### src/itra_pkg.sv
// shared types, constants and digit encoding for the radix ascii converter
`timescale 1ns / 1ps
package itra_pkg;

	localparam int RADIX_W  = 6;
	localparam int DIV_BITS = 4;

	localparam logic [7:0] MIN_RADIX  = 8'd2;
	localparam logic [7:0] MAX_RADIX  = 8'd36;
	localparam logic [7:0] DEC_RADIX  = 8'd10;
	localparam logic [7:0] CHAR_ZERO  = 8'h30;
	localparam logic [7:0] CHAR_A     = 8'h61;
	localparam logic [7:0] CHAR_MINUS = 8'h2d;
	localparam logic [7:0] CHAR_NONE  = 8'h00;

	typedef enum logic [2:0] {
		ST_IDLE,
		ST_DIV,
		ST_SIGN,
		ST_ERR,
		ST_RD,
		ST_LD
	} state_t;

	typedef struct packed {
		logic done;
		logic zero;
	} div_status_t;

	function automatic logic [7:0] digit_char(input logic [RADIX_W-1:0] d);
		logic [7:0] dw;
		dw = 8'(d);
		if (dw < DEC_RADIX) begin
			return CHAR_ZERO + dw;
		end else begin
			return CHAR_A + (dw - DEC_RADIX);
		end
	endfunction

endpackage

### src/itra_ram.sv
// generic single write port ram with registered read
`timescale 1ns / 1ps
module itra_ram #(
	parameter int WIDTH = 6,
	parameter int DEPTH = 32
) (
	input  logic                     clk,
	input  logic                     we,
	input  logic [$clog2(DEPTH)-1:0] waddr,
	input  logic [WIDTH-1:0]         wdata,
	input  logic                     re,
	input  logic [$clog2(DEPTH)-1:0] raddr,
	output logic [WIDTH-1:0]         rdata
);

	logic [WIDTH-1:0] mem_q [DEPTH];
	logic [WIDTH-1:0] rdata_q;

	always_ff @(posedge clk) begin
		if (we) begin
			mem_q[waddr] <= wdata;
		end
		if (re) begin
			rdata_q <= mem_q[raddr];
		end
	end

	assign rdata = rdata_q;

endmodule

### src/itra_divider.sv
// iterative divider of a word by a small radix, DIV_BITS quotient bits per cycle
`timescale 1ns / 1ps
module itra_divider #(
	parameter int WORD_BITS = 32
) (
	input  logic                          clk,
	input  logic                          arst_n,
	input  logic                          start,
	input  logic [WORD_BITS-1:0]          dividend,
	input  logic [itra_pkg::RADIX_W-1:0]  radix,
	output itra_pkg::div_status_t         status,
	output logic [itra_pkg::RADIX_W-1:0]  digit,
	output logic [WORD_BITS-1:0]          quotient
);

	localparam int STEPS = (WORD_BITS + itra_pkg::DIV_BITS - 1) / itra_pkg::DIV_BITS;
	localparam int PW    = STEPS * itra_pkg::DIV_BITS;
	localparam int SW    = (STEPS > 1) ? $clog2(STEPS) : 1;
	localparam logic [SW-1:0] LAST_STEP = SW'(STEPS - 1);

	logic                         busy_q;
	logic [SW-1:0]                step_q;
	logic [PW-1:0]                quo_q;
	logic [itra_pkg::RADIX_W-1:0] rem_q;
	logic [itra_pkg::RADIX_W-1:0] radix_q;

	logic [itra_pkg::RADIX_W:0]   r;
	logic [itra_pkg::DIV_BITS-1:0] qb;
	logic [itra_pkg::RADIX_W-1:0] rem_nxt;
	logic [PW-1:0]                quo_nxt;
	logic                         done;

	// restoring division over the top bits of the shifting dividend
	always_comb begin
		r  = {1'b0, rem_q};
		qb = '0;
		for (int i = 0; i < itra_pkg::DIV_BITS; i++) begin
			r = {r[itra_pkg::RADIX_W-1:0], quo_q[PW-1-i]};
			if (r >= {1'b0, radix_q}) begin
				r = r - {1'b0, radix_q};
				qb[itra_pkg::DIV_BITS-1-i] = 1'b1;
			end
		end
		rem_nxt = r[itra_pkg::RADIX_W-1:0];
		quo_nxt = {quo_q[PW-itra_pkg::DIV_BITS-1:0], qb};
	end

	assign done = busy_q && (step_q == LAST_STEP);

	always_ff @(posedge clk or negedge arst_n) begin
		if (!arst_n) begin
			busy_q <= 1'b0;
			step_q <= '0;
		end else if (start) begin
			busy_q <= 1'b1;
			step_q <= '0;
		end else if (busy_q) begin
			busy_q <= !done;
			step_q <= step_q + 1'b1;
		end
	end

	always_ff @(posedge clk) begin
		if (start) begin
			quo_q   <= PW'(dividend);
			rem_q   <= '0;
			radix_q <= radix;
		end else if (busy_q) begin
			quo_q <= quo_nxt;
			rem_q <= rem_nxt;
		end
	end

	assign status   = {done, (quo_nxt == '0)};
	assign digit    = rem_nxt;
	assign quotient = quo_nxt[WORD_BITS-1:0];

endmodule

### src/integer_to_radix_ascii.sv
// integer to ascii string converter for radix 2 to 36
//
//  channel | direction | signals
//  --------+-----------+----------------------------------------------
//  in      | input     | in_valid, in_stall, value, radix, signed_mode
//  out     | output    | out_valid, out_stall, character, last, bad_radix
//
// each digit is computed on the shared divider (4 quotient bits per cycle)
// after the digits, each character goes through the registered digit ram read (ST_RD, then ST_LD)
// radix 10 word of 32 bits: up to 10 digits; radix 2: up to 32 digits
// a bad radix gives one error transfer through ST_ERR and the output register; input is stalled until the item is done
// reset is asynchronous and active low; out_stall holds the output register, in_stall is high whenever not idle
`timescale 1ns / 1ps
module integer_to_radix_ascii #(
	parameter int WORD_BITS = 32
) (
	input  logic        clk,
	input  logic        arst_n,
	input  logic        in_valid,
	output logic        in_stall,
	input  logic [31:0] value,
	input  logic [7:0]  radix,
	input  logic        signed_mode,
	output logic        out_valid,
	input  logic        out_stall,
	output logic [7:0]  character,
	output logic        last,
	output logic        bad_radix
);

	localparam int EXT_W = (WORD_BITS > 32) ? WORD_BITS : 32;
	localparam int CW    = $clog2(WORD_BITS + 1);
	localparam int AW    = $clog2(WORD_BITS);

	itra_pkg::state_t state_q;
	itra_pkg::state_t nxt_state;

	logic [CW-1:0]  cnt_q;
	logic [CW-1:0]  cnt_dec;
	logic           neg_q;
	logic           out_valid_q;
	logic [7:0]     char_q;
	logic           last_q;
	logic           bad_q;
	logic [itra_pkg::RADIX_W-1:0] radix_q;

	logic [EXT_W-1:0]             ext;
	logic [WORD_BITS-1:0]         word;
	logic                         neg_in;
	logic [WORD_BITS-1:0]         mag;
	logic                         radix_ok;
	logic                         accept;
	logic                         out_free;

	logic                         div_start;
	logic [WORD_BITS-1:0]         div_dividend;
	logic [itra_pkg::RADIX_W-1:0] div_radix;
	itra_pkg::div_status_t        div_st;
	logic [itra_pkg::RADIX_W-1:0] div_digit;
	logic [WORD_BITS-1:0]         div_quotient;

	logic                         ram_we;
	logic                         ram_re;
	logic [itra_pkg::RADIX_W-1:0] ram_rdata;

	logic                         out_load;
	logic [7:0]                   out_char_d;
	logic                         out_last_d;
	logic                         out_bad_d;

	assign ext      = EXT_W'(value);
	assign word     = ext[WORD_BITS-1:0];
	assign radix_ok = (radix >= itra_pkg::MIN_RADIX) && (radix <= itra_pkg::MAX_RADIX);
	assign neg_in   = signed_mode && (radix == itra_pkg::DEC_RADIX) && word[WORD_BITS-1];
	assign mag      = neg_in ? (~word + 1'b1) : word;
	assign accept   = in_valid && !in_stall;
	assign out_free = !out_valid_q || !out_stall;
	assign cnt_dec  = cnt_q - 1'b1;
	assign in_stall = (state_q != itra_pkg::ST_IDLE);
	// later digits use the radix held from the accepted transfer
	assign div_radix = (state_q == itra_pkg::ST_IDLE) ? radix[itra_pkg::RADIX_W-1:0] : radix_q;

	itra_divider #(
		.WORD_BITS (WORD_BITS)
	) u_div (
		.clk      (clk),
		.arst_n   (arst_n),
		.start    (div_start),
		.dividend (div_dividend),
		.radix    (div_radix),
		.status   (div_st),
		.digit    (div_digit),
		.quotient (div_quotient)
	);

	itra_ram #(
		.WIDTH (itra_pkg::RADIX_W),
		.DEPTH (WORD_BITS)
	) u_ram (
		.clk   (clk),
		.we    (ram_we),
		.waddr (cnt_q[AW-1:0]),
		.wdata (div_digit),
		.re    (ram_re),
		.raddr (cnt_dec[AW-1:0]),
		.rdata (ram_rdata)
	);

	always_comb begin
		nxt_state = state_q;
		unique case (state_q)
			itra_pkg::ST_IDLE: begin
				if (accept) begin
					nxt_state = radix_ok ? itra_pkg::ST_DIV : itra_pkg::ST_ERR;
				end
			end
			itra_pkg::ST_DIV: begin
				if (div_st.done && div_st.zero) begin
					nxt_state = neg_q ? itra_pkg::ST_SIGN : itra_pkg::ST_RD;
				end
			end
			itra_pkg::ST_SIGN: begin
				if (out_free) begin
					nxt_state = itra_pkg::ST_RD;
				end
			end
			itra_pkg::ST_ERR: begin
				if (out_free) begin
					nxt_state = itra_pkg::ST_IDLE;
				end
			end
			itra_pkg::ST_RD: begin
				nxt_state = itra_pkg::ST_LD;
			end
			itra_pkg::ST_LD: begin
				if (out_free) begin
					nxt_state = (cnt_q == CW'(1)) ? itra_pkg::ST_IDLE : itra_pkg::ST_RD;
				end
			end
			default: begin
				nxt_state = itra_pkg::ST_IDLE;
			end
		endcase
	end

	always_comb begin
		div_start    = 1'b0;
		div_dividend = mag;
		ram_we       = 1'b0;
		ram_re       = 1'b0;
		out_load     = 1'b0;
		out_char_d   = itra_pkg::CHAR_NONE;
		out_last_d   = 1'b0;
		out_bad_d    = 1'b0;
		unique case (state_q)
			itra_pkg::ST_IDLE: begin
				div_start = accept && radix_ok;
			end
			itra_pkg::ST_DIV: begin
				ram_we       = div_st.done;
				div_start    = div_st.done && !div_st.zero;
				div_dividend = div_quotient;
			end
			itra_pkg::ST_SIGN: begin
				out_load   = out_free;
				out_char_d = itra_pkg::CHAR_MINUS;
			end
			itra_pkg::ST_ERR: begin
				out_load   = out_free;
				out_last_d = 1'b1;
				out_bad_d  = 1'b1;
			end
			itra_pkg::ST_RD: begin
				ram_re = 1'b1;
			end
			itra_pkg::ST_LD: begin
				out_load   = out_free;
				out_char_d = itra_pkg::digit_char(ram_rdata);
				out_last_d = (cnt_q == CW'(1));
			end
			default: begin
				out_load = 1'b0;
			end
		endcase
	end

	always_ff @(posedge clk or negedge arst_n) begin
		if (!arst_n) begin
			state_q     <= itra_pkg::ST_IDLE;
			cnt_q       <= '0;
			neg_q       <= 1'b0;
			radix_q     <= '0;
			out_valid_q <= 1'b0;
		end else begin
			state_q <= nxt_state;
			if (accept) begin
				cnt_q   <= '0;
				neg_q   <= neg_in;
				radix_q <= radix[itra_pkg::RADIX_W-1:0];
			end else if (ram_we) begin
				cnt_q <= cnt_q + 1'b1;
			end else if (state_q == itra_pkg::ST_LD && out_free) begin
				cnt_q <= cnt_dec;
			end
			if (out_load) begin
				out_valid_q <= 1'b1;
			end else if (!out_stall) begin
				out_valid_q <= 1'b0;
			end
		end
	end

	// output register payload
	always_ff @(posedge clk) begin
		if (out_load) begin
			char_q <= out_char_d;
			last_q <= out_last_d;
			bad_q  <= out_bad_d;
		end
	end

	assign out_valid = out_valid_q;
	assign character = char_q;
	assign last      = last_q;
	assign bad_radix = bad_q;

	a_accept_leaves_idle: assert property (@(posedge clk) disable iff (!arst_n)
		accept |=> (state_q != itra_pkg::ST_IDLE))
		else $error("accepted item did not start a conversion");

	a_div_done_in_div: assert property (@(posedge clk) disable iff (!arst_n)
		div_st.done |-> (state_q == itra_pkg::ST_DIV))
		else $error("divider finished outside the division phase");

	a_cnt_bound: assert property (@(posedge clk) disable iff (!arst_n)
		cnt_q <= CW'(WORD_BITS))
		else $error("digit count above word width");

	a_ld_nonempty: assert property (@(posedge clk) disable iff (!arst_n)
		(state_q == itra_pkg::ST_LD || state_q == itra_pkg::ST_RD) |-> (cnt_q != '0))
		else $error("digit read with no digits left");

	a_bad_is_last: assert property (@(posedge clk) disable iff (!arst_n)
		(out_valid && bad_radix) |-> (last && character == itra_pkg::CHAR_NONE))
		else $error("error transfer is not a single zero character");

endmodule
### config.mk
export PLATFORM = sky130hd
export DESIGN_NAME = integer_to_radix_ascii
export DESIGN_NICKNAME = d
export VERILOG_FILES = /design/src/itra_pkg.sv /design/src/itra_ram.sv /design/src/itra_divider.sv /design/src/integer_to_radix_ascii.sv
export SDC_FILE = /design/constraint.sdc
export NUM_CORES = 1
export LEC_CHECK = 0
export ABC_CLOCK_PERIOD_IN_PS = 21500
export BUFFER_PORTS_ARGS = -buffer_cell sky130_fd_sc_hd__buf_4
export CORE_MARGIN = 3
export CORE_UTILIZATION = 26
export CTS_BUF_LIST = sky130_fd_sc_hd__clkbuf_4 sky130_fd_sc_hd__clkbuf_8 sky130_fd_sc_hd__clkbuf_16
export DETAILED_ROUTE_END_ITERATION = 10
export MAX_ROUTING_LAYER = met4
export SLEW_MARGIN = 20
export SYNTH_ARGS = -nofsm -noshare
export SYNTH_HDL_FRONTEND = slang
export SYNTH_HIERARCHICAL = 1
export SYNTH_SLANG_ARGS = --single-unit
### constraint.sdc
create_clock -name clk -period 21.5 [get_ports clk]
set_clock_uncertainty 0.2 [all_clocks]
set_input_delay 0 -clock clk [delete_from_list [all_inputs] [get_ports clk]]
set_output_delay 0 -clock clk [all_outputs]
set_load 0.02 [all_outputs]
## After elaboration in Yosys (flattened, before gate mapping)

Memories as Yosys holds them, arrays and structs flattened. A register that Yosys moved wholly into a read port is not among the register bits.
Index checks and enable logic that the tools add are counted.
Widths: inputs -> output; s select.

| cells by class | value |
|---|---|
| add/subtract/negate cells | 11 |
| multipliers | 0 |
| div/mod/pow operators | 0 |
| order comparisons | 7 |
| equality and inequality tests | 14 |
| shifts and indexed selects | 0 |
| mux-type cells | 41 |
| bitwise logic cells | 1 |
| reduce and logical (&&, ||, !) cells | 22 |

Operator list:

| kind | number |
|---|---|
| $mux 32 | 4 |
| $mux 6 | 8 |
| $add 32x1->32 const B | 1 |
| $logic_not 32->1 | 1 |
| $not 32->32 | 1 |
| $ge 7x6->1 | 4 |
| $mux 3 | 9 |
| $sub 6x6->6 | 4 |
| $pmux 3 s6 | 1 |
| $pmux 8 s2 | 1 |
| $mux 1 | 14 |
| $ne 2x2->1 const B | 5 |
| $eq 3x3->1 const B | 3 |
| $logic_and 1x1->1 | 9 |
| $add 7x8->8 const A | 1 |
| $eq 8x4->1 const B | 1 |
| $ge 8x2->1 const B | 1 |
| $le 8x6->1 const B | 1 |
| $mux 8 | 1 |
| $add 6x6->7 const A | 1 |
| $sub 6x4->7 const B | 1 |
| $add 6x1->6 const B | 1 |
| $eq 3x2->1 const B | 2 |
| $eq 6x1->1 const B | 1 |
| 14 further kinds | 20 |

| word-level totals | value |
|---|---|
| bits in registers | 75 |
| latch bits | 0 |
| RAM bits | 192 |
| memory bits (read-only) | 0 |
| input bits | 45 |
| logic and storage cells | 110 |
| memories | 1 |

Memories:

| name | words | bits a word | rd ports | clocked after Yosys merged registers in | wr ports | line | text |
|---|---|---|---|---|---|---|---|
| u_ram.mem_q | 32 | 6 | 1 | 1 | 1 | itra_ram.sv:16 | `logic [WIDTH-1:0] mem_q [DEPTH];` |

## Longest topological paths before layout

| logic depth | value |
|---|---|
| depth after elaboration | 13 |
| depth in mapped cells | 37 |
| mapped depth without buffers | 35 |

## Modules after synthesis

The synthesis kept the hierarchy.

By module, submodules not included:

| module | times used | cells each | area each (um^2) | seq. area each (um^2) |
|---|---|---|---|---|
| itra_ram | 1 | 323 | 7649.8 | 5945.7 |
| itra_divider | 1 | 358 | 3744.8 | 1361.3 |
| integer_to_radix_ascii | 1 | 380 | 2901.5 | 725.7 |

## Least setup slack after synthesis

Ideal clock, no wire load.

| timing path | value |
|---|---|
| path type | register to register |
| start | reg u_div/radix_q[4] (netlist bit) |
| end | reg u_div.quo_q[0] (enable) |
| arrival time | 7.576 ns |
| slack | 13.246 ns |
| stages on the path, launching flop included | 35 |
| path buffers | 3 |
| period minus slack after synthesis | 8.254 ns |
| path through | edfxtp_1 -> inv_1 -> ha_1 -> a21o_1 -> a211o_1 -> a21o_1 -> buf_6 -> nor2_1 -> a21oi_1 -> ha_1 -> a21o_1 -> a21oi_1 -> o21ai_1 -> a21oi_1 -> nand2_1 -> a21oi_1 -> ha_1 -> a21oi_1 -> o21ai_0 -> a31oi_1 -> o211ai_2 -> nor2_4 -> inv_1 -> a21oi_1 -> ha_1 -> and3_1 -> a311o_1 -> o22a_1 -> or4_1 -> nor3_1 -> o22ai_1 -> clkbuf_1 -> inv_1 -> clkbuf_1 -> nand2_1 |

RTL lines:

| item | line | text |
|---|---|---|
| start: declaration | itra_divider.sv:25 | `logic [itra_pkg::RADIX_W-1:0] radix_q;` |
| start signal: assignment | itra_divider.sv:67 | `radix_q <= radix;` |
| end signal: assignment | itra_divider.sv:65 | `quo_q <= PW'(dividend);` |
| end signal: assignment | itra_divider.sv:69 | `quo_q <= quo_nxt;` |
| end: declaration | itra_divider.sv:23 | `logic [PW-1:0] quo_q;` |

==> results.cfg <==
[cts]
path_clk_slew_ps = 60
post-cts-setup-buffers = 0
cts_tree = yes
htree_levels = 1
clk_latency_ps = 560
cts_buffers = 29
root_buffer = clkbuf_16
clock_path_buffers = 3
clock-sinks = 273

[sta]
clock.fmax_ghz = 0.105
finalSetupViolCount = 0
report.final.slew_viol_count = 0
relSlewSlack = 0.328
worstMarginPinSlew_ps = 1000
grt_setup_unrepaired = false
period_needed_ps = 9510
min_period_over_period = 0.443
fin_setup_tns_ps = 0
finalHoldViolations = 0
setup_ws_ps = 11990

[final_layout]
final_util = 0.313
stdcell_count = 1868
drive_gt1_frac = 0.227
area_delta_synth_final_pct = 18.5
nets = 1232
fill_cells = 5244

[worst_setup_path]
crit_required_ps = 21540
crit_top_cell = a21oi_1
arrival_ps = 9550
critPathKind = reg2reg
worst_setup_path_end_kind = register
slowest_stage = nor3_1
path_max_fanout = 40
path_buf_inv = 5
critPathMaxStageDelay_ps = 590
cp-start-kind = register
path_delay_family = compound AO/OA/AOI/OAI gates

[die]
core_area_sq_mm = 0.0541
io_pins = 57
start_util = 0.264
die_w_um = 240
rows = 85
die-area_sq_mm = 0.0578
die_h_um = 240

[placement]
dp_cells = 1750
preCtsSetupSlack_ps = 12200
port_buffers = 56
dp_hpwl_um = 23000
place.gp.congestion = 0.840

[global_routing]
antenna_found_initial = 1
first_global_vias = 9225
grt_max_degree = 52
grt_pass1_wl_um = 52500
grt_overflow = 0
gr-usage-all-layers = 0.119

[logic_synthesis]
synthFlopType = edfxtp_1
netlist_top_cells_count = 246 x edfxtp_1, 88 x nor2_1, 76 x nand2_1
syn_avg_cell_area_sq_um = 13.5
ys_seq_elements = 273
postSynthCellCount = 1061
yosysSeqAreaShare = 0.562
yosys.area.top_type = edfxtp_1
async_reset_ff_frac = 0.0769
yosys_warnings = 6
synth.top_cell.area_share = 0.517
synth_edf_count = 246
syn_nets = 1145
synth_area_sq_mm = 0.0143
synth_area_leaders = edfxtp_1 52%, mux4_2 9.5%, mux2_2 3.7%, dfrtp_1 3.7%, ha_1 3.1%
ys_types = 91
yosysMostFrequentCell = edfxtp_1

[drt]
drt-total-wl_um = 34000
avgRoutedWirePerCell_um = 18.2
drtIter0Drc = 680
dr.pass1.iters = 5
routed-via-count = 9019
drc_errors = 0
vias_per_cell = 4.83
antenna_left = 0

[run_status]
status = completed

[job]
maxCapViolCount = 0

[min_path]
hp-class = in2reg
logic make-up (layout without fill, tap and decap cells):
group / count (synthesis) / after routing / synth area share
and+or+nand+nor: 277 / 277 / 0.0980
DFF: 273 / 273 / 0.562
AOI/OAI and AO/OA: 188 / 188 / 0.0904
muxes: 114 / 114 / 0.137
buffers and inverters: 113 / 223 / 0.0417
xor gates and xnor gates: 57 / 57 / 0.0349
adders and majority gates: 39 / 39 / 0.0362
other: 0 / 1 / 0
final cells by class:
cell class              count  area (sq um)  area share
multi-input cells         675          5730       0.338
repair buffers            127          1110      0.0653
well taps                 696           871      0.0514
inverters                  42           160     0.00945
clock buffers              33           756      0.0446
clock inverters            21           290      0.0171
diodes                      1          2.50    0.000148
flip-flops and latches    273          8030       0.474
through the flow:
step | hold slack, ps | cell area [sq um]
after floorplan | -496 | 14300
after global placement | -292 | 15300
after detailed placement | -291 | 15300
after CTS | 50.5 | 16900
after global routing | 82.4 | 16900
final | 50.6 | 16900
metal layers:
layer	wire length [um]	part of all wire	vias to the layer above	track usage
met2	16300	0.48	235	0.195
met5	0	0	-	-
met4	528	0.016	0	0.0199
met1	15500	0.46	4536	0.160
met3	1670	0.049	41	0.0167
li1	-	-	4207	-
cells in the final DEF (no fill, tap or decap), drive strengths merged, types with 6 or more instances in the layout:
master / count
dfxtp: 6
a31oi: 9
xnor2: 36
nand3b: 7
or3: 8
and2: 8
a41oi: 6
a211oi: 14
nor3: 20
xor2: 21
mux2: 48
nor2b: 6
mux4: 60
nand2: 76
inv: 44
nor4: 9
mux2i: 6
nand2b: 7
nand3: 10
clkinv: 12
bufinv: 7
a21oi: 47
clkbuf: 33
buf: 65
nor2: 90
edfxtp: 246
a21o: 14
dlygate4sd3: 62
o21ai: 53
nand4: 6
ha: 35
and3: 9
dfrtp: 21
sequential cells by signal (all words and copies together), names as in the netlist:
name / count
last: 1
u_ram/mem_q: 192
neg_q: 1
u_div/rem_q: 6
out_valid: 1
state_q: 3
u_ram/rdata: 6
character: 8
u_div/busy_q: 1
radix_q: 6
u_div/step_q: 3
u_div/quo_q: 32
u_div/radix_q: 6
cnt_q: 6
bad_radix: 1
repair_timing:
action,4_1_cts,5_1_grt
hold endpoints to repair,76,21
resized for setup,0,0
hold buffers,62,1
worst register-to-register path, delay by kind of cell, from the launching register on:
family / cells / cell delay, ps
AOI/OAI and AO/OA: 15 / 3590
and+or+nand+nor: 9 / 2240
adders and majority gates: 4 / 1320
buffers and inverters: 5 / 1420
DFF: 1 / 440
final timing paths:
kind                             startpoint               to  slack [ps]  depth (start not counted)
setup / recovery           u_div/radix_q[1]  u_div/quo_q[14]       11990                         33
hold / removal                    out_stall        out_valid          50                          4
setup reg to reg           u_div/radix_q[1]  u_div/quo_q[14]       11990                         33
hold reg to reg                       neg_q            neg_q         310                          2
max in group asynchronous            arst_n       radix_q[0]       20350                          4
min in group asynchronous            arst_n         cnt_q[5]         410                          4
Power is left out: the tool's default activity adds up to more than one toggle a clock period on the data nets, which glitch-free logic cannot reach.
